===== config.mk =====
export PLATFORM = sky130hd
export DESIGN_NAME = multitouch_finger_report_decoder
export DESIGN_NICKNAME = d
export VERILOG_FILES = /design/src/sv/mtfrd_pkg.sv /design/src/sv/mtfrd_front.sv /design/src/sv/mtfrd_queue.sv /design/src/sv/mtfrd_back.sv /design/src/sv/multitouch_finger_report_decoder.sv
export SDC_FILE = /design/constraint.sdc
export NUM_CORES = 1
export LEC_CHECK = 0
export ABC_AREA = 1
export BUFFER_PORTS_ARGS = -buffer_cell sky130_fd_sc_hd__buf_4
export CAP_MARGIN = 20
export CORE_AREA = 2 2 175 177
export DETAILED_ROUTE_END_ITERATION = 10
export DIE_AREA = 0 0 177 179
export MAX_ROUTING_LAYER = met4
export PLACE_DENSITY = 0.52
export SYNTH_ARGS = -nofsm -noshare
export SYNTH_HDL_FRONTEND = slang
export SYNTH_HIERARCHICAL = 1
export SYNTH_SLANG_ARGS = --single-unit

===== constraint.sdc =====
create_clock -name clk_i -period 5.8 [get_ports clk_i]
set_input_delay 1.16 -clock clk_i [delete_from_list [all_inputs] [get_ports clk_i]]
set_output_delay 1.16 -clock clk_i [all_outputs]
set_load 0.01 [all_outputs]

===== src/sv/mtfrd_pkg.sv =====
// ----------------------------------------------------------------------------
// mtfrd_pkg
// Shared types and constants of the multitouch finger report decoder.
// ----------------------------------------------------------------------------
package mtfrd_pkg;

  localparam int unsigned FieldW = 8;
  localparam int unsigned IndexW = 4;
  localparam int unsigned PosW   = 12;
  localparam int unsigned WidthW = 5;
  localparam int unsigned CfgIdxW  = 2;
  localparam int unsigned CfgDataW = 12;

  localparam logic [PosW-1:0] PosOffset = 12'd6;

  // configuration register indexes
  localparam logic [CfgIdxW-1:0] CfgTouchPresent = 2'd0;
  localparam logic [CfgIdxW-1:0] CfgIntrMask     = 2'd1;
  localparam logic [CfgIdxW-1:0] CfgMaxX         = 2'd2;
  localparam logic [CfgIdxW-1:0] CfgMaxY         = 2'd3;

  // finger slot status codes
  localparam logic [1:0] StatusAbsent  = 2'd0;
  localparam logic [1:0] StatusPresent = 2'd1;

  // finger phase codes
  localparam logic [1:0] PhaseIdle    = 2'd0;
  localparam logic [1:0] PhaseRelease = 2'd1;
  localparam logic [1:0] PhaseTouch   = 2'd2;

  // one pending result, raw bytes still packed
  typedef struct packed {
    logic              has_contact;
    logic [IndexW-1:0] finger_index;
    logic [FieldW-1:0] pressure;
    logic [FieldW-1:0] x_high;
    logic [FieldW-1:0] y_high;
    logic [FieldW-1:0] xy_low;
    logic [FieldW-1:0] width_pair;
    logic              last_finger;
  } entry_t;

endpackage


===== src/sv/mtfrd_front.sv =====
// ----------------------------------------------------------------------------
// mtfrd_front
// Accepts finger records, filters them by the interrupt mask, keeps the
// per-finger touch phase and pushes records that produce a result.
// ----------------------------------------------------------------------------
module mtfrd_front #(
  parameter int unsigned MaxFingers = 10
) (
  input  logic                          clk_i,
  input  logic                          rst_ni,
  input  logic                          in_valid_i,
  output logic                          in_ready_o,
  input  logic [mtfrd_pkg::FieldW-1:0]  interrupt_status_i,
  input  logic [mtfrd_pkg::IndexW-1:0]  finger_index_i,
  input  logic [1:0]                    finger_status_i,
  input  logic [mtfrd_pkg::FieldW-1:0]  x_high_i,
  input  logic [mtfrd_pkg::FieldW-1:0]  y_high_i,
  input  logic [mtfrd_pkg::FieldW-1:0]  xy_low_i,
  input  logic [mtfrd_pkg::FieldW-1:0]  width_pair_i,
  input  logic [mtfrd_pkg::FieldW-1:0]  pressure_i,
  input  logic                          last_finger_i,
  input  logic                          touch_present_i,
  input  logic [mtfrd_pkg::FieldW-1:0]  irq_mask_i,
  input  logic                          q_full_i,
  output logic                          push_o,
  output mtfrd_pkg::entry_t             entry_o
);
  import mtfrd_pkg::*;

  logic [1:0] phase_q [MaxFingers];
  logic [1:0] cur_phase;
  logic [1:0] mid_phase;
  logic [1:0] new_phase;
  logic       accept;
  logic       decode_en;
  logic       in_range;
  logic       contact;

  assign in_ready_o = !q_full_i;
  assign accept     = in_valid_i && in_ready_o;
  assign decode_en  = touch_present_i && ((interrupt_status_i & irq_mask_i) != '0);
  assign in_range   = {1'b0, finger_index_i} < (IndexW+1)'(MaxFingers);

  always_comb begin
    cur_phase = PhaseIdle;
    for (int k = 0; k < MaxFingers; k++) begin
      if (finger_index_i == IndexW'(k)) begin
        cur_phase = phase_q[k];
      end
    end
  end

  always_comb begin
    if (finger_status_i == StatusPresent) begin
      mid_phase = PhaseTouch;
    end else if (finger_status_i == StatusAbsent && cur_phase != PhaseIdle) begin
      mid_phase = PhaseRelease;
    end else begin
      mid_phase = cur_phase;
    end
    contact   = in_range && (mid_phase == PhaseRelease || mid_phase == PhaseTouch);
    new_phase = (mid_phase == PhaseRelease) ? PhaseIdle : mid_phase;
  end

  for (genvar k = 0; k < MaxFingers; k++) begin : g_phase
    always_ff @(posedge clk_i or negedge rst_ni) begin
      if (!rst_ni) begin
        phase_q[k] <= PhaseIdle;
      end else if (accept && decode_en && in_range && finger_index_i == IndexW'(k)) begin
        phase_q[k] <= new_phase;
      end
    end
  end

  assign push_o = accept && decode_en && (contact || last_finger_i);

  always_comb begin
    entry_o.has_contact  = contact;
    entry_o.finger_index = finger_index_i;
    entry_o.pressure     = pressure_i;
    entry_o.x_high       = x_high_i;
    entry_o.y_high       = y_high_i;
    entry_o.xy_low       = xy_low_i;
    entry_o.width_pair   = width_pair_i;
    entry_o.last_finger  = last_finger_i;
  end

endmodule


===== src/sv/mtfrd_queue.sv =====
// ----------------------------------------------------------------------------
// mtfrd_queue
// Two-entry queue between the record front end and the report back end.
// ----------------------------------------------------------------------------
module mtfrd_queue (
  input  logic              clk_i,
  input  logic              rst_ni,
  input  logic              push_i,
  input  mtfrd_pkg::entry_t entry_i,
  output logic              full_o,
  input  logic              pop_i,
  output logic              valid_o,
  output mtfrd_pkg::entry_t entry_o
);
  import mtfrd_pkg::*;

  entry_t     slot_q [2];
  logic       wr_ptr_q, wr_ptr_d;
  logic       rd_ptr_q, rd_ptr_d;
  logic [1:0] count_q, count_d;
  logic       do_push;
  logic       do_pop;

  assign full_o  = (count_q == 2'd2);
  assign valid_o = (count_q != 2'd0);
  assign entry_o = slot_q[rd_ptr_q];
  assign do_push = push_i && !full_o;
  assign do_pop  = pop_i && valid_o;

  always_comb begin
    wr_ptr_d = do_push ? !wr_ptr_q : wr_ptr_q;
    rd_ptr_d = do_pop ? !rd_ptr_q : rd_ptr_q;
    count_d  = count_q + {1'b0, do_push} - {1'b0, do_pop};
  end

  always_ff @(posedge clk_i or negedge rst_ni) begin
    if (!rst_ni) begin
      wr_ptr_q <= 1'b0;
      rd_ptr_q <= 1'b0;
      count_q  <= 2'd0;
    end else begin
      wr_ptr_q <= wr_ptr_d;
      rd_ptr_q <= rd_ptr_d;
      count_q  <= count_d;
    end
  end

  always_ff @(posedge clk_i) begin
    if (do_push) begin
      slot_q[wr_ptr_q] <= entry_i;
    end
  end

endmodule


===== src/sv/mtfrd_back.sv =====
// ----------------------------------------------------------------------------
// mtfrd_back
// Decodes queued records into contact and frame-end reports and holds them in
// the output register until taken.
// ----------------------------------------------------------------------------
module mtfrd_back (
  input  logic                         clk_i,
  input  logic                         rst_ni,
  input  logic                         q_valid_i,
  input  mtfrd_pkg::entry_t            entry_i,
  output logic                         pop_o,
  input  logic [mtfrd_pkg::PosW-1:0]   max_x_i,
  input  logic [mtfrd_pkg::PosW-1:0]   max_y_i,
  output logic                         out_valid_o,
  input  logic                         out_ready_i,
  output logic                         has_contact_o,
  output logic [mtfrd_pkg::IndexW-1:0] tracking_id_o,
  output logic [mtfrd_pkg::FieldW-1:0] contact_pressure_o,
  output logic [mtfrd_pkg::WidthW-1:0] contact_width_o,
  output logic [mtfrd_pkg::PosW-1:0]   position_x_o,
  output logic [mtfrd_pkg::PosW-1:0]   position_y_o,
  output logic                         frame_end_o
);
  import mtfrd_pkg::*;

  function automatic logic [PosW-1:0] clamp_pos(logic [PosW-1:0] raw,
                                                logic [PosW-1:0] maxv);
    logic [PosW-1:0] shifted;
    shifted = raw - PosOffset;
    if (raw < PosOffset) begin
      return '0;
    end else if (shifted > maxv) begin
      return maxv;
    end
    return shifted;
  endfunction

  logic              out_valid_q;
  logic              has_contact_q, has_contact_d;
  logic [IndexW-1:0] tracking_id_q, tracking_id_d;
  logic [FieldW-1:0] pressure_q, pressure_d;
  logic [WidthW-1:0] width_q, width_d;
  logic [PosW-1:0]   pos_x_q, pos_x_d;
  logic [PosW-1:0]   pos_y_q, pos_y_d;
  logic              frame_end_q, frame_end_d;
  logic [PosW-1:0]   raw_x;
  logic [PosW-1:0]   raw_y;

  assign pop_o = q_valid_i && (!out_valid_q || out_ready_i);

  always_comb begin
    raw_x = {entry_i.x_high, entry_i.xy_low[3:0]};
    raw_y = {entry_i.y_high, entry_i.xy_low[7:4]};
    has_contact_d = entry_i.has_contact;
    frame_end_d   = entry_i.last_finger;
    if (entry_i.has_contact) begin
      tracking_id_d = entry_i.finger_index;
      pressure_d    = entry_i.pressure;
      width_d       = {1'b0, entry_i.width_pair[3:0]} + {1'b0, entry_i.width_pair[7:4]};
      pos_x_d       = clamp_pos(raw_x, max_x_i);
      pos_y_d       = clamp_pos(raw_y, max_y_i);
    end else begin
      // frame end without a contact carries zero fields
      tracking_id_d = '0;
      pressure_d    = '0;
      width_d       = '0;
      pos_x_d       = '0;
      pos_y_d       = '0;
    end
  end

  always_ff @(posedge clk_i or negedge rst_ni) begin
    if (!rst_ni) begin
      out_valid_q <= 1'b0;
    end else if (pop_o) begin
      out_valid_q <= 1'b1;
    end else if (out_ready_i) begin
      out_valid_q <= 1'b0;
    end
  end

  always_ff @(posedge clk_i) begin
    if (pop_o) begin
      has_contact_q <= has_contact_d;
      tracking_id_q <= tracking_id_d;
      pressure_q    <= pressure_d;
      width_q       <= width_d;
      pos_x_q       <= pos_x_d;
      pos_y_q       <= pos_y_d;
      frame_end_q   <= frame_end_d;
    end
  end

  assign out_valid_o        = out_valid_q;
  assign has_contact_o      = has_contact_q;
  assign tracking_id_o      = tracking_id_q;
  assign contact_pressure_o = pressure_q;
  assign contact_width_o    = width_q;
  assign position_x_o       = pos_x_q;
  assign position_y_o       = pos_y_q;
  assign frame_end_o        = frame_end_q;

endmodule


===== src/sv/multitouch_finger_report_decoder.sv =====
// ----------------------------------------------------------------------------
// multitouch_finger_report_decoder
// Decodes finger records of a touch frame into contact and frame-end reports.
// ----------------------------------------------------------------------------
// The block takes one finger record per clock cycle while the queue is not
// full, and gives at most one report per record. A record is checked against
// the interrupt mask and the finger's touch phase is read and rewritten in the
// same cycle, which sets the rate of one record per cycle. Records that yield a
// report go into a two-entry queue; the back end decodes position and width
// and loads the output register once it is free. The queue and the output
// register let the input keep flowing while a report waits to be taken.
// Configuration is written through cfg_we_i / cfg_index_i / cfg_wdata_i; the
// user must write only while no record is in flight; the block does not check.
module multitouch_finger_report_decoder #(
  parameter int unsigned MAX_FINGERS = 10
) (
  input  logic                           clk_i,
  input  logic                           rst_ni,
  input  logic                           in_valid_i,
  output logic                           in_ready_o,
  input  logic [mtfrd_pkg::FieldW-1:0]   interrupt_status_i,
  input  logic [mtfrd_pkg::IndexW-1:0]   finger_index_i,
  input  logic [1:0]                     finger_status_i,
  input  logic [mtfrd_pkg::FieldW-1:0]   x_high_i,
  input  logic [mtfrd_pkg::FieldW-1:0]   y_high_i,
  input  logic [mtfrd_pkg::FieldW-1:0]   xy_low_i,
  input  logic [mtfrd_pkg::FieldW-1:0]   width_pair_i,
  input  logic [mtfrd_pkg::FieldW-1:0]   pressure_i,
  input  logic                           last_finger_i,
  output logic                           out_valid_o,
  input  logic                           out_ready_i,
  output logic                           has_contact_o,
  output logic [mtfrd_pkg::IndexW-1:0]   tracking_id_o,
  output logic [mtfrd_pkg::FieldW-1:0]   contact_pressure_o,
  output logic [mtfrd_pkg::WidthW-1:0]   contact_width_o,
  output logic [mtfrd_pkg::PosW-1:0]     position_x_o,
  output logic [mtfrd_pkg::PosW-1:0]     position_y_o,
  output logic                           frame_end_o,
  input  logic                           cfg_we_i,
  input  logic [mtfrd_pkg::CfgIdxW-1:0]  cfg_index_i,
  input  logic [mtfrd_pkg::CfgDataW-1:0] cfg_wdata_i
);
  import mtfrd_pkg::*;

  logic            touch_present_q;
  logic [FieldW-1:0] irq_mask_q;
  logic [PosW-1:0] max_x_q;
  logic [PosW-1:0] max_y_q;

  logic   push;
  logic   q_full;
  logic   q_valid;
  logic   pop;
  entry_t push_entry;
  entry_t head_entry;

  always_ff @(posedge clk_i or negedge rst_ni) begin
    if (!rst_ni) begin
      touch_present_q <= 1'b1;
      irq_mask_q      <= '0;
      max_x_q         <= '1;
      max_y_q         <= '1;
    end else if (cfg_we_i) begin
      case (cfg_index_i)
        CfgTouchPresent: touch_present_q <= cfg_wdata_i[0];
        CfgIntrMask:     irq_mask_q      <= cfg_wdata_i[FieldW-1:0];
        CfgMaxX:         max_x_q         <= cfg_wdata_i[PosW-1:0];
        CfgMaxY:         max_y_q         <= cfg_wdata_i[PosW-1:0];
        default: begin
        end
      endcase
    end
  end

  mtfrd_front #(
    .MaxFingers(MAX_FINGERS)
  ) u_front (
    .clk_i              (clk_i),
    .rst_ni             (rst_ni),
    .in_valid_i         (in_valid_i),
    .in_ready_o         (in_ready_o),
    .interrupt_status_i (interrupt_status_i),
    .finger_index_i     (finger_index_i),
    .finger_status_i    (finger_status_i),
    .x_high_i           (x_high_i),
    .y_high_i           (y_high_i),
    .xy_low_i           (xy_low_i),
    .width_pair_i       (width_pair_i),
    .pressure_i         (pressure_i),
    .last_finger_i      (last_finger_i),
    .touch_present_i    (touch_present_q),
    .irq_mask_i         (irq_mask_q),
    .q_full_i           (q_full),
    .push_o             (push),
    .entry_o            (push_entry)
  );

  mtfrd_queue u_queue (
    .clk_i   (clk_i),
    .rst_ni  (rst_ni),
    .push_i  (push),
    .entry_i (push_entry),
    .full_o  (q_full),
    .pop_i   (pop),
    .valid_o (q_valid),
    .entry_o (head_entry)
  );

  mtfrd_back u_back (
    .clk_i              (clk_i),
    .rst_ni             (rst_ni),
    .q_valid_i          (q_valid),
    .entry_i            (head_entry),
    .pop_o              (pop),
    .max_x_i            (max_x_q),
    .max_y_i            (max_y_q),
    .out_valid_o        (out_valid_o),
    .out_ready_i        (out_ready_i),
    .has_contact_o      (has_contact_o),
    .tracking_id_o      (tracking_id_o),
    .contact_pressure_o (contact_pressure_o),
    .contact_width_o    (contact_width_o),
    .position_x_o       (position_x_o),
    .position_y_o       (position_y_o),
    .frame_end_o        (frame_end_o)
  );

  // a report without contact is a bare frame end with cleared fields
  a_bare_frame_end : assert property (@(posedge clk_i) disable iff (!rst_ni)
    out_valid_o && !has_contact_o |-> frame_end_o && tracking_id_o == '0 &&
      contact_pressure_o == '0 && contact_width_o == '0 &&
      position_x_o == '0 && position_y_o == '0)
    else $error("frame end report carries stale fields");

  // contact reports only come from tracked slots
  a_slot_range : assert property (@(posedge clk_i) disable iff (!rst_ni)
    out_valid_o && has_contact_o |-> {1'b0, tracking_id_o} < (IndexW+1)'(MAX_FINGERS))
    else $error("contact report for untracked slot");

  // width is the sum of two nibbles
  a_width_range : assert property (@(posedge clk_i) disable iff (!rst_ni)
    out_valid_o && has_contact_o |-> contact_width_o <= WidthW'(30))
    else $error("contact width out of range");

endmodule


==> results_dict.tcl <==
set metrics [dict create \
    critPathArrivalTime_ns 4.07 \
    synth_area_leaders "edfxtp_1 42%, nand2_1 13%, dfrtp_1 8.5%, dfstp_2 6.7%, ha_1 4.4%" \
    fin_cells 1499 \
    cts_num_sinks 193 \
    finalHoldViolations 0 \
    synth-edff-count 135 \
    peakVddDrop_v 0.000161 \
    io_buffers 118 \
    syn2layout_area_growth_pct 15.2 \
    via_per_inst 4.53 \
    leakagePower_nw 5.12 \
    max_freq_mhz 252 \
    tritoncts "done" \
    crit_type "in -> reg" \
    vias 6785 \
    min_period_over_period 0.683 \
    antenna_found_initial 0 \
    drv_slew 0 \
    grt_use_total 0.144 \
    netlist.top_cell.by_area "edfxtp_1" \
    core_mm2 0.0300 \
    drc 0 \
    grt_pass1_wl_mm 34.0 \
    clk_pin_slew_ns 0.07 \
    cp-startpoint "finger_index_i[3]" \
    ant_nets 0 \
    grt_pass1_vias 6431 \
    dpl.hpwl_mm 15.7 \
    grt-ovfl-total 0 \
    wire_per_inst_um 14.5 \
    hold_path_startpoint "max_x_q[10]$_DFFE_PN1P_" \
    rsz0062_at_grt "no" \
    die_w_um 177 \
    die_height_um 179 \
    clk_path_buf_depth 2 \
    worst_path_largest_cell_delay_ns 0.42 \
    ys_ff_latch 193 \
    crit_path_frequent_cell "nor2_1" \
    required_ns 5.91 \
    status "finished clean" \
    fp-row-count 64 \
    drt_iter0_markers 475 \
    min_period_ns 3.96 \
    numCtsBuffers 17 \
    holdBufCountCts 0 \
    skew_ns 0.0189 \
    place_congestion 0.831 \
    io_pins 119 \
    r2r-start "u_queue/rd_ptr_q$_DFFE_PN0P_" \
    ys_warn_count 6 \
    routed_wirelength_mm 21.7 \
    dieArea_mm2 0.0317 \
    tightest_slew_ns 0.786 \
    synth.avg_cell_area_um2 9.51 \
    setup_viol 0 \
    async_flop_share 0.301 \
    start_util 0.325 \
    first_pass_iters 4 \
    worstPathCellList "buf_4 > nor2_1 > inv_1 > nor2_1 > nand2_1 > nand3_2 > nand2_1 > nand4_2 > nand3_1 > a21boi_0 > ha_1 > inv_1 > nor2_1 > nor2_1 > nor2_1 > nand3_1 > inv_2 > buf_4" \
    post_route_cells_drive_above_1_share 0.198 \
    hp-class "reg -> reg" \
    postLayoutCoreUtil 0.374 \
    place_inst 1467 \
    powerDensity_mw_per_mm2 453 \
    maxSlewHeadroom 0.476 \
    whs_ns 0.469 \
    synth-main-ff-cell "edfxtp_1" \
    cts_setup_buffers 0 \
    yosys.area.top_type_share 0.416 \
    cts-resized-gates 0 \
    start_kind "input port" \
    final_nets 1199 \
    worstPathMaxFanout 23 \
    clk_latency_ns 0.44 \
    yosysSeqAreaShare 0.568 \
    endpoint_kind "register" \
    grt_max_degree 59 \
    crit_slowest_cell "inv_2" \
    syn_nets 1134 \
    syn_inst 1025 \
    netlist_area_mm2 0.00975 \
    yosysUniqueCellTypes 41 \
    h-tree-depth 4 \
    finalSetupTns_ns 0 \
    antennaDiodeCount 0 \
    root_buffer "clkbuf_16" \
    drv_cap 0 \
]
[logic make-up (layout without fill, tap and decap cells)]
logic type,count (synthesis),count (layout),share of synthesized area
simple gates,523,523,0.231
flops,193,193,0.568
buf+inv,190,268,0.102
compound gates,69,69,0.0384
fa+ha+maj,35,35,0.0457
xor+xnor,15,15,0.0150
[routing by layer]
layer  track usage  up-vias  share of wire  routed length [µm]
met3        0.0318        9          0.044                 947
met5             -        -              0                   0
li1              -     3436              -                   -
met2         0.242      128           0.50               10900
met1         0.178     3212           0.45                9740
met4        0.0313        0         0.0064                 140
[synth_stat cells (2+ instances only)]
master      n
dfrtp_1    33
nand4_1    45
clkbuf_1    4
edfxtp_1  135
nand3_1    46
ha_1       34
o21bai_1    2
xnor2_2     2
o21ai_1     4
xor2_1      4
dfstp_2    25
nand2_2     8
xnor2_1     9
buf_6       8
buf_4      52
inv_2       6
nand2_1   339
o21ai_0    22
or2_2       2
a21oi_1    33
nand3_2     3
nor3_1      4
a22o_1      4
buf_2      14
nor3_2      2
nor2_2      6
nor2_1     62
inv_1     104
[through the flow]
step / setup slack (ns) / instance area, µm² / total power [mW]
after CTS: 1.83 / 11200 / 5.17
after global routing: 1.33 / 11200 / 5.48
after floorplan: 0.660 / 9750 / 3.33
after global placement: 1.46 / 10600 / 3.90
after detailed placement: 1.39 / 10600 / 3.92
final: 1.84 / 11200 / 5.09
[layout make-up]
type / instances / area [µm²]
Clock buffer: 18 / 429
Sequential cell: 193 / 5540
Multi-Input combinational cell: 642 / 3240
Fill cell: 3000 / 18800
Tap cell: 396 / 495
Timing Repair Buffer: 125 / 938
Clock inverter: 14 / 181
Inverter: 111 / 417
[sequential cells by signal (all words and copies together) (netlist names), 4 cells and up]
name / count
u_queue/slot_q: 92
u_front/phase_q: 20
max_x_q: 12
max_y_q: 12
u_back/position_x_o: 12
u_back/position_y_o: 12
irq_mask_q: 8
u_back/contact_pressure_o: 8
u_back/contact_width_o: 5
u_back/tracking_id_o: 4
[report_power, final]
group	switching [mW]	internal [mW]	total [mW]
Combinational	1.22	0.700	1.92
Clock	0.539	0.688	1.23
Sequential	0.0994	1.84	1.94
[critical path, delay by kind of cell]
family | cells | cell delay, ns
and+or+nand+nor | 11 | 1.25
adders and majority gates | 1 | 0.20
buffers and inverters | 5 | 1.11
AOI/OAI and AO/OA | 1 | 0.31
[cells in the final DEF, fill, tap and decap left out, types with 9 or more instances in the layout]
cell type / netlist / layout
dfstp_2: 25 / 25
ha_1: 34 / 34
dfrtp_1: 33 / 32
nand2_1: 339 / 339
inv_1: 104 / 103
buf_4: 52 / 125
a21oi_1: 33 / 32
o21ai_0: 22 / 22
clkbuf_16: 0 / 17
nand3_1: 46 / 46
nor2_1: 62 / 61
nand4_1: 45 / 45
xnor2_1: 9 / 9
edfxtp_1: 135 / 135
[final timing paths]
kind | slack (ns) | endpoint | cells past startpoint
max | 1.84 | u_queue/slot_q[0][7]$_DFFE_PP_ | 18
max in group asynchronous | 4.46 | irq_mask_q[4]$_DFFE_PN0P_ | 1
min | 0.47 | max_x_q[10]$_DFFE_PN1P_ | 2
max reg2reg | 1.99 | u_back/position_x_o[11]$_SDFFCE_PN0P_ | 17
min reg2reg | 0.47 | max_x_q[10]$_DFFE_PN1P_ | 2
min in group asynchronous | 0.79 | u_front/phase_q[4]$_DFFE_PN0P_ | 1
No activity file was read; power rests on OpenSTA's default activity.
